**config.mk**
```make
export PLATFORM = sky130hd
export DESIGN_NAME = stream_find_and_replace_unit
export DESIGN_NICKNAME = d
export VERILOG_FILES = /design/src/sfr_pkg.sv /design/src/sfr_window.sv /design/src/sfr_burst.sv /design/src/stream_find_and_replace_unit.sv
export VERILOG_INCLUDE_DIRS = /design/src /design/src/src
export SDC_FILE = /design/constraint.sdc
export NUM_CORES = 1
export LEC_CHECK = 0
export BUFFER_PORTS_ARGS = -buffer_cell sky130_fd_sc_hd__buf_4
export CAP_MARGIN = 30
export CORE_UTILIZATION = 45
export DETAILED_ROUTE_END_ITERATION = 7
export REMOVE_ABC_BUFFERS = 1
export SLEW_MARGIN = 10
export SYNTH_ARGS = -nofsm -noshare
export SYNTH_HDL_FRONTEND = slang
export SYNTH_SLANG_ARGS = --single-unit
```
**constraint.sdc**
```tcl
create_clock -name clk_i -period 6.1 [get_ports clk_i]
set_input_delay 0.305 -clock clk_i [delete_from_list [all_inputs] [get_ports clk_i]]
set_output_delay 0.305 -clock clk_i [all_outputs]
set_load 0.1 [all_outputs]
```
**src/assert_macros.svh**
```systemverilog
// Assertion helpers shared by the RTL; clock and reset names follow the project ports.
`ifndef ASSERT_MACROS_SVH
`define ASSERT_MACROS_SVH

// Property checked on every rising edge outside of reset.
`define SFR_ASSERT(lbl, prop, msg) \
  lbl: assert property (@(posedge clk_i) disable iff (!rst_ni) prop) \
    else $error(msg);

// Condition that must never hold outside of reset.
`define SFR_NEVER(lbl, cond, msg) \
  lbl: assert property (@(posedge clk_i) disable iff (!rst_ni) !(cond)) \
    else $error(msg);

`endif

```
**src/sfr_pkg.sv**
```systemverilog
package sfr_pkg;

  localparam int unsigned PatternMax = 8;
  localparam int unsigned ReplMax    = 8;
  localparam int unsigned BurstMax   = (PatternMax > ReplMax) ? PatternMax : ReplMax;

  localparam int unsigned FillW  = $clog2(PatternMax + 1);
  localparam int unsigned RlenW  = $clog2(ReplMax + 1);
  // data bytes plus the closing marker
  localparam int unsigned CntW   = $clog2(BurstMax + 2);
  localparam int unsigned BIdxW  = (BurstMax > 1) ? $clog2(BurstMax) : 1;

  localparam int unsigned CfgIdxW  = 3;
  localparam int unsigned CfgDataW = 64;

  // register indexes
  localparam logic [CfgIdxW-1:0] CfgPattern  = 3'd0;
  localparam logic [CfgIdxW-1:0] CfgPlen     = 3'd1;
  localparam logic [CfgIdxW-1:0] CfgRepl     = 3'd2;
  localparam logic [CfgIdxW-1:0] CfgRlen     = 3'd3;
  localparam logic [CfgIdxW-1:0] CfgCaseSens = 3'd4;

  typedef logic [7:0] byte_t;

  typedef struct packed {
    logic [63:0] pattern;
    logic [3:0]  plen;
    logic [63:0] repl;
    logic [3:0]  rlen;
    logic        case_sens;
  } cfg_t;

  typedef struct packed {
    byte_t [BurstMax-1:0] bytes;
    logic  [CntW-1:0]     cnt;
    logic                 marker;
    logic                 any;
  } burst_t;

  function automatic byte_t fold_upper(byte_t c);
    byte_t r;
    r = c;
    if (c >= 8'h61 && c <= 8'h7a) begin
      r = c - 8'h20;
    end
    return r;
  endfunction

endpackage

```
**src/sfr_window.sv**
```systemverilog
module sfr_window (
  input  logic          clk_i,
  input  logic          rst_ni,
  input  sfr_pkg::cfg_t cfg_i,
  input  logic          accept_i,
  input  logic [7:0]    data_byte_i,
  input  logic          last_byte_i,
  output sfr_pkg::burst_t burst_o
);
  import sfr_pkg::*;

  `include "assert_macros.svh"

  byte_t [PatternMax-1:0] win_q, win_d;
  logic  [FillW-1:0]      fill_q, fill_d;
  logic                   seen_q, seen_d;

  byte_t [BurstMax-1:0]   wext;
  logic  [FillW-1:0]      plen, fillc, n, e;
  logic  [RlenW-1:0]      rlen;
  logic  [3:0]            plen4, rlen4;
  logic                   match, do_rep;
  byte_t                  a, p;

  always_comb begin
    // out-of-range lengths clamp
    plen4 = cfg_i.plen;
    if (plen4 == 4'd0) begin
      plen4 = 4'd1;
    end else if (plen4 > 4'(PatternMax)) begin
      plen4 = 4'(PatternMax);
    end
    plen = FillW'(plen4);

    rlen4 = cfg_i.rlen;
    if (rlen4 > 4'(ReplMax)) begin
      rlen4 = 4'(ReplMax);
    end
    rlen = RlenW'(rlen4);

    fillc = (fill_q > FillW'(PatternMax - 1)) ? FillW'(PatternMax - 1) : fill_q;
    n     = fillc + FillW'(1);

    // held bytes with the new byte appended
    for (int k = 0; k < BurstMax; k++) begin
      wext[k] = 8'h00;
      if (k < PatternMax) begin
        wext[k] = (FillW'(k) < fillc) ? win_q[k] : data_byte_i;
      end
    end

    match = 1'b1;
    for (int k = 0; k < PatternMax; k++) begin
      a = wext[k];
      p = cfg_i.pattern[8*k +: 8];
      if (!cfg_i.case_sens) begin
        a = fold_upper(a);
        p = fold_upper(p);
      end
      if (FillW'(k) < plen && a != p) begin
        match = 1'b0;
      end
    end

    do_rep = (n == plen) && match;
    if (n > plen) begin
      e = n - plen + FillW'(1);
    end else if (n == plen && !match) begin
      e = FillW'(1);
    end else begin
      e = '0;
    end

    // drop the emitted bytes off the front
    for (int k = 0; k < PatternMax; k++) begin
      win_d[k] = wext[k];
      for (int s = 0; s < PatternMax - k; s++) begin
        if (e == FillW'(s)) begin
          win_d[k] = wext[k+s];
        end
      end
    end

    fill_d = (last_byte_i || do_rep) ? '0 : n - e;
    seen_d = last_byte_i ? 1'b0 : (seen_q | do_rep);

    for (int k = 0; k < BurstMax; k++) begin
      burst_o.bytes[k] = do_rep ? cfg_i.repl[8*k +: 8] : wext[k];
    end
    if (do_rep) begin
      burst_o.cnt = CntW'(rlen);
    end else if (last_byte_i) begin
      burst_o.cnt = CntW'(n);
    end else begin
      burst_o.cnt = CntW'(e);
    end
    burst_o.marker = last_byte_i;
    burst_o.any    = seen_q | do_rep;
  end

  always_ff @(posedge clk_i or negedge rst_ni) begin
    if (!rst_ni) begin
      fill_q <= '0;
      seen_q <= 1'b0;
    end else if (accept_i) begin
      fill_q <= fill_d;
      seen_q <= seen_d;
    end
  end

  always_ff @(posedge clk_i) begin
    if (accept_i) begin
      win_q <= win_d;
    end
  end

  `SFR_NEVER(a_fill_range, fill_q > FillW'(PatternMax - 1), "window overfilled")
  `SFR_ASSERT(a_end_clears, accept_i && last_byte_i |=> fill_q == '0 && !seen_q,
              "state not cleared after last byte")
  `SFR_ASSERT(a_rep_empties, accept_i && do_rep |=> fill_q == '0,
              "window not emptied after replacement")

endmodule

```
**src/sfr_burst.sv**
```systemverilog
module sfr_burst (
  input  logic            clk_i,
  input  logic            rst_ni,
  input  logic            load_i,
  input  sfr_pkg::burst_t burst_i,
  input  logic            out_stall_i,
  output logic            can_load_o,
  output logic            out_valid_o,
  output logic [7:0]      out_byte_o,
  output logic            byte_present_o,
  output logic            string_done_o,
  output logic            replaced_any_o
);
  import sfr_pkg::*;

  `include "assert_macros.svh"

  byte_t [BurstMax-1:0] bytes_q;
  logic  [CntW-1:0]     cnt_q;
  logic                 any_q;
  logic  [CntW-1:0]     idx_q, idx_d;
  logic  [CntW-1:0]     rem_q, rem_d;
  logic                 present;

  assign out_valid_o = (rem_q != '0);
  // free, or the final entry leaves this cycle
  assign can_load_o  = (rem_q == '0) || (rem_q == CntW'(1) && !out_stall_i);

  assign present        = (idx_q < cnt_q);
  assign out_byte_o     = present ? bytes_q[idx_q[BIdxW-1:0]] : 8'h00;
  assign byte_present_o = present;
  assign string_done_o  = !present;
  assign replaced_any_o = !present && any_q;

  always_comb begin
    idx_d = idx_q;
    rem_d = rem_q;
    if (load_i) begin
      idx_d = '0;
      rem_d = burst_i.cnt + CntW'(burst_i.marker);
    end else if (out_valid_o && !out_stall_i) begin
      idx_d = idx_q + CntW'(1);
      rem_d = rem_q - CntW'(1);
    end
  end

  always_ff @(posedge clk_i or negedge rst_ni) begin
    if (!rst_ni) begin
      idx_q <= '0;
      rem_q <= '0;
    end else begin
      idx_q <= idx_d;
      rem_q <= rem_d;
    end
  end

  always_ff @(posedge clk_i) begin
    if (load_i) begin
      bytes_q <= burst_i.bytes;
      cnt_q   <= burst_i.cnt;
      any_q   <= burst_i.any;
    end
  end

  `SFR_ASSERT(a_load_ok, load_i |-> can_load_o, "burst loaded over pending results")
  `SFR_NEVER(a_rem_range, rem_q > CntW'(BurstMax + 1), "burst count out of range")
  `SFR_ASSERT(a_hold_on_stall, rem_q != '0 && out_stall_i |=> $stable(idx_q),
              "drain index moved under stall")

endmodule

```
**src/stream_find_and_replace_unit.sv**
```systemverilog
// Channel  | Direction | Handshake                | Payload
// ---------+-----------+--------------------------+----------------------------------------
// config   | in        | cfg_we_i                 | cfg_idx_i, cfg_data_i
// input    | in        | in_valid_i / in_stall_o  | data_byte_i, last_byte_i
// output   | out       | out_valid_o / out_stall_i| out_byte_o, byte_present_o,
//          |           |                          | string_done_o, replaced_any_o
//
// One input byte is taken per cycle when it produces at most one result and
// the output is not stalled. An item that produces r results (0..9) holds
// the burst drain register until all r have transferred, and the next byte
// is taken in the cycle the final result of the burst transfers.
// Reset (rst_ni, async, active low) empties the window and the burst; no
// clearing pass is needed. A stall on the output freezes the burst in place
// and holds in_stall_o high while any result is pending.
module stream_find_and_replace_unit (
  input  logic                         clk_i,
  input  logic                         rst_ni,
  // configuration writes
  input  logic                         cfg_we_i,
  input  logic [sfr_pkg::CfgIdxW-1:0]  cfg_idx_i,
  input  logic [sfr_pkg::CfgDataW-1:0] cfg_data_i,
  // source bytes
  input  logic                         in_valid_i,
  output logic                         in_stall_o,
  input  logic [7:0]                   data_byte_i,
  input  logic                         last_byte_i,
  // rewritten bytes and closing marker
  output logic                         out_valid_o,
  input  logic                         out_stall_i,
  output logic [7:0]                   out_byte_o,
  output logic                         byte_present_o,
  output logic                         string_done_o,
  output logic                         replaced_any_o
);
  import sfr_pkg::*;

  cfg_t   cfg_q;
  burst_t burst;
  logic   can_load;
  logic   accept;

  // Register file; indexes beyond the list are ignored.
  always_ff @(posedge clk_i or negedge rst_ni) begin
    if (!rst_ni) begin
      cfg_q.pattern   <= '0;
      cfg_q.plen      <= 4'd1;
      cfg_q.repl      <= '0;
      cfg_q.rlen      <= '0;
      cfg_q.case_sens <= 1'b1;
    end else if (cfg_we_i) begin
      unique case (cfg_idx_i)
        CfgPattern:  cfg_q.pattern   <= cfg_data_i;
        CfgPlen:     cfg_q.plen      <= cfg_data_i[3:0];
        CfgRepl:     cfg_q.repl      <= cfg_data_i;
        CfgRlen:     cfg_q.rlen      <= cfg_data_i[3:0];
        CfgCaseSens: cfg_q.case_sens <= cfg_data_i[0];
        default: ;
      endcase
    end
  end

  // A transfer on the input happens only when the burst register can take
  // the results of this byte.
  assign in_stall_o = !can_load;
  assign accept     = in_valid_i && can_load;

  // Window compare and next-state; results of the byte leave as one burst.
  sfr_window u_window (
    .clk_i       (clk_i),
    .rst_ni      (rst_ni),
    .cfg_i       (cfg_q),
    .accept_i    (accept),
    .data_byte_i (data_byte_i),
    .last_byte_i (last_byte_i),
    .burst_o     (burst)
  );

  // Burst register drained one result per output transfer.
  sfr_burst u_burst (
    .clk_i          (clk_i),
    .rst_ni         (rst_ni),
    .load_i         (accept),
    .burst_i        (burst),
    .out_stall_i    (out_stall_i),
    .can_load_o     (can_load),
    .out_valid_o    (out_valid_o),
    .out_byte_o     (out_byte_o),
    .byte_present_o (byte_present_o),
    .string_done_o  (string_done_o),
    .replaced_any_o (replaced_any_o)
  );

endmodule

```
==> run_results.csv <==
group,metric,value,unit
run_status,status,"complete, no violations",
timing,setup_viol,0,
synth,synth_edf_count,125,
worst_hold_path,hold_path.class,"in2reg",
job,max-cap-violations,0,
power_and_ir_drop,switching_share,0.4755,
global_routing,grt_usage,0.2866,
final_layout,post_route_cells_drive_above_1_share,0.2120,
detailed_routing,drtIter0Drc,1149,
timing,worst_slew_pin_slew,0.9741,ns
clocking,clkSinkCount,275,
detailed_routing,ant_nets,0,
final_layout,area_delta_synth_final,17.93,%
synth,synthDistinctLibCells,93,
synth,synth-seq-cells,275,
detailed_routing,remaining_drc_errors,0,
synth,synth_top_area_cell,"edfxtp_1",
global_routing,overflow,0,
timing,skew,0.02060,ns
synth,synthMuxAreaShare,0.1780,
timing,layout_setup_ws,0.3973,ns
timing,min_period,5.703,ns
global_routing,grt_pass1_vias,13940,
place,globalplace.congestion,0.9153,
timing,fmax,175.4,MHz
die,die-height,198.3,um
power_and_ir_drop,power_frac_seq,0.233,
place,dpl.hpwl,38700,um
synth,synth_top_family_by_area,"multiplexers",
die,coreArea,37760,um^2
synth,synth_cells,1705,
die,start_util,0.4593,
synth,synth_compound_area_frac,0.1355,
synth,synth.avg_cell_area,10.17,um^2
clocking,postCtsSetupBuffers,0,
power_and_ir_drop,ir_drop,0.4058,mV
clocking,clkTransAtPathRegs,0.07,ns
clocking,clock-root-buffer,"clkbuf_16",
power_and_ir_drop,p_comb_frac,0.613,
power_and_ir_drop,clock_power_share,0.154,
detailed_routing,wl_per_cell,23.14,um
die,fp.dieArea,39330,um^2
synth,yosys.cell_count.top_type,"nand2_1",
power_and_ir_drop,p_switching,6.543,mW
timing,slew_headroom,0.3506,
clocking,clk_path_buf_depth,3,
synth,synthSimpleGateAreaFrac,0.1346,
detailed_routing,vias,13950,
timing,post-route-period-util,0.9349,
setup_path,arrival,5.99,ns
clocking,clkLatencyLatePin,0.55,ns
setup_path,start_kind,"register",
synth,synthArstFlopShare,0.5455,
power_and_ir_drop,leakagePower,8.198,nW
global_routing,grt_max_degree,90,
place,port_buffers,93,
power_and_ir_drop,power-per-cell-area,672.8,nW/um^2
detailed_routing,routed_wl,55040,um
place,dpl_worst_slack,0.4388,ns
global_routing,grt_pass1_wl,84300,um
die,ios,94,
final_layout,num-fill-cells,3383,
detailed_routing,vias_per_cell,5.863,
timing,finalHoldViolCount,0,
setup_path,cp.required,6.39,ns
die,die_width,198.3,um
final_layout,fin_util,0.5417,
setup_path,cp_max_fo,49,
final_layout,final_nets,1964,
timing,rsz0062_at_grt,"false",
final_layout,n_antenna_cell,0,
global_routing,antenna_found_initial,1,
synth,netlist_area,17340,um^2
synth,yosysSeqAreaShare,0.4330,
timing,final_max_slew_viol_count,0,
synth,synthFlopType,"dfrtp_1",
setup_path,end_kind,"register",
synth,ys.warnings.count,0,
die,rows,71,
synth,synth_top_area_share,0.2165,
setup_path,crit_type,"reg2reg",
detailed_routing,dr.pass1.iters,6,
power_and_ir_drop,p_int,7.216,mW
synth,synth_fa_ha_area_frac,0.03016,
clocking,cts_buffers,34,
clocking,htree_num_levels,2,
clocking,cts_tree,"done",
synth,synth_top_cells_by_count,"194 x nand2_1, 148 x dfrtp_1, 138 x mux2_2, 125 x edfxtp_1, 119 x nor2_1",
synth,synth_xor_area_frac,0.04214,
power_and_ir_drop,p_total,13.76,mW
synth,synth_area_leaders,"edfxtp_1 22%, dfrtp_1 21%, mux2_2 9.0%",
==> worst max-delay path, stage by stage, from the launching register on <==
cell,delay [ns]
dfrtp_1,0.76
nor2_1,0.21
ha_1,0.29
or3b_1,0.59
mux2i_1,0.45
mux2_2,0.47
nor4_1,0.24
buf_2,0.23
nand3_1,0.12
a2111oi_2,0.36
o2111ai_2,0.29
nand2_2,0.23
nand2_2,0.19
buf_12,0.26
o21ai_2,0.36
a211oi_1,0.09
a221o_1,0.29
==> sequential cells by signal, indices dropped and copies added (netlist names) <==
register and cells:
cfg_q 137, u_burst.any_q 1, u_burst.bytes_q 64, u_burst.cnt_q 4
u_burst.idx_q 4, u_burst.rem_q 4, u_window.fill_q 4, u_window.seen_q 1
u_window.win_q 56
==> power by group through the flow <==
| stage | clock network [mW] | logic (mW) | registers (mW) |
|---|---|---|---|
| CTS | 2.14 | 8.28 | 3.20 |
| floorplan | 0 | 5.87 | 3.11 |
| finish | 2.12 | 8.44 | 3.20 |
| global placement | 0 | 8.13 | 3.22 |
| detailed placement | 0 | 8.21 | 3.23 |
| global route | 2.21 | 9.10 | 3.27 |
==> repair_timing <==
action                                  CTS  global route
endpoints found under the hold margin   191             0
gates resized for setup                   0             0
endpoints found under the setup margin    0             0
hold buffers                             60             0
==> cells by family (layout without fill, tap and decap cells) <==
| family | Yosys count | after routing |
|---|---|---|
| multiplexers | 267 | 267 |
| flip-flops | 275 | 275 |
| adder cells (fa/ha/maj) | 40 | 40 |
| AND/OR/NAND/NOR | 486 | 486 |
| XOR/XNOR | 77 | 77 |
| buffers and inverters | 194 | 357 |
| AO/OA/AOI/OAI | 366 | 366 |
==> stage by stage <==
stage / setup TNS [ns] / cells / hold WS, ns / instance area [um^2]
after global placement: 0 / 2254 / 0.4466 / 18650
after CTS: 0 / 2376 / 0.007022 / 20410
after floorplan: -392.60 / 1599 / 0.009409 / 16860
final: 0 / 2379 / 0.02099 / 20450
after global routing: 0 / 2379 / 0.03127 / 20450
after detailed placement: 0 / 2255 / 0.4530 / 18660
==> final timing paths <==
kind,start,end,slack (ns),cells past startpoint
worst max-delay path,u_window.fill_q[3],u_window.win_q[28],0.40,16
worst min-delay path,cfg_data_i[30],cfg_q[103],0.02,3
worst max register to register,u_window.fill_q[3],u_window.win_q[28],0.40,16
worst min register to register,cfg_q[44],cfg_q[44],0.50,1
max in group asynchronous,rst_ni,cfg_q[111],4.87,3
min in group asynchronous,rst_ni,cfg_q[82],0.16,2
==> area by class of cell <==
type | count | area [um^2] | area share
Clock buffer | 48 | 996.0 | 0.04870
Clock inverter | 13 | 152.6 | 0.007464
Inverter | 88 | 332.8 | 0.01627
Multi-Input combinational cell | 1236 | 9060 | 0.4430
Sequential cell | 275 | 7511 | 0.3673
Tap cell | 511 | 639.4 | 0.03126
Timing Repair Buffer | 208 | 1759 | 0.08602
==> layout by cell type (no fill, tap or decap), drive strengths merged, types with 7 or more instances in the layout <==
master	n
a21oi	102
edfxtp	125
nand2b	8
nor2b	7
dfrtp	148
o22ai	8
nor2	123
a221o	9
inv	88
nand2	197
o221ai	13
nand3b	10
nor4	11
o41ai	8
buf	147
or3	14
nor3	25
dlygate4sd3	60
a211oi	18
or4	7
mux2	139
o21ai	102
clkbuf	49
clkinv	8
o211ai	17
xor2	30
mux4	16
a21o	13
xnor2	43
a31oi	18
a22oi	8
and3	10
nand3	24
ha	37
and2	8
mux2i	112
nor3b	10
o31ai	10
==> layer usage <==
metal  vias up  part of all wire  global-route usage
met1      6848              0.45              0.3926
li1       6493                 -                   -
met5         -                 0                   0
met2       498              0.45              0.4522
met4         0             0.041              0.1312
met3       108             0.058             0.03628
(Power assumes the default switching activity.)
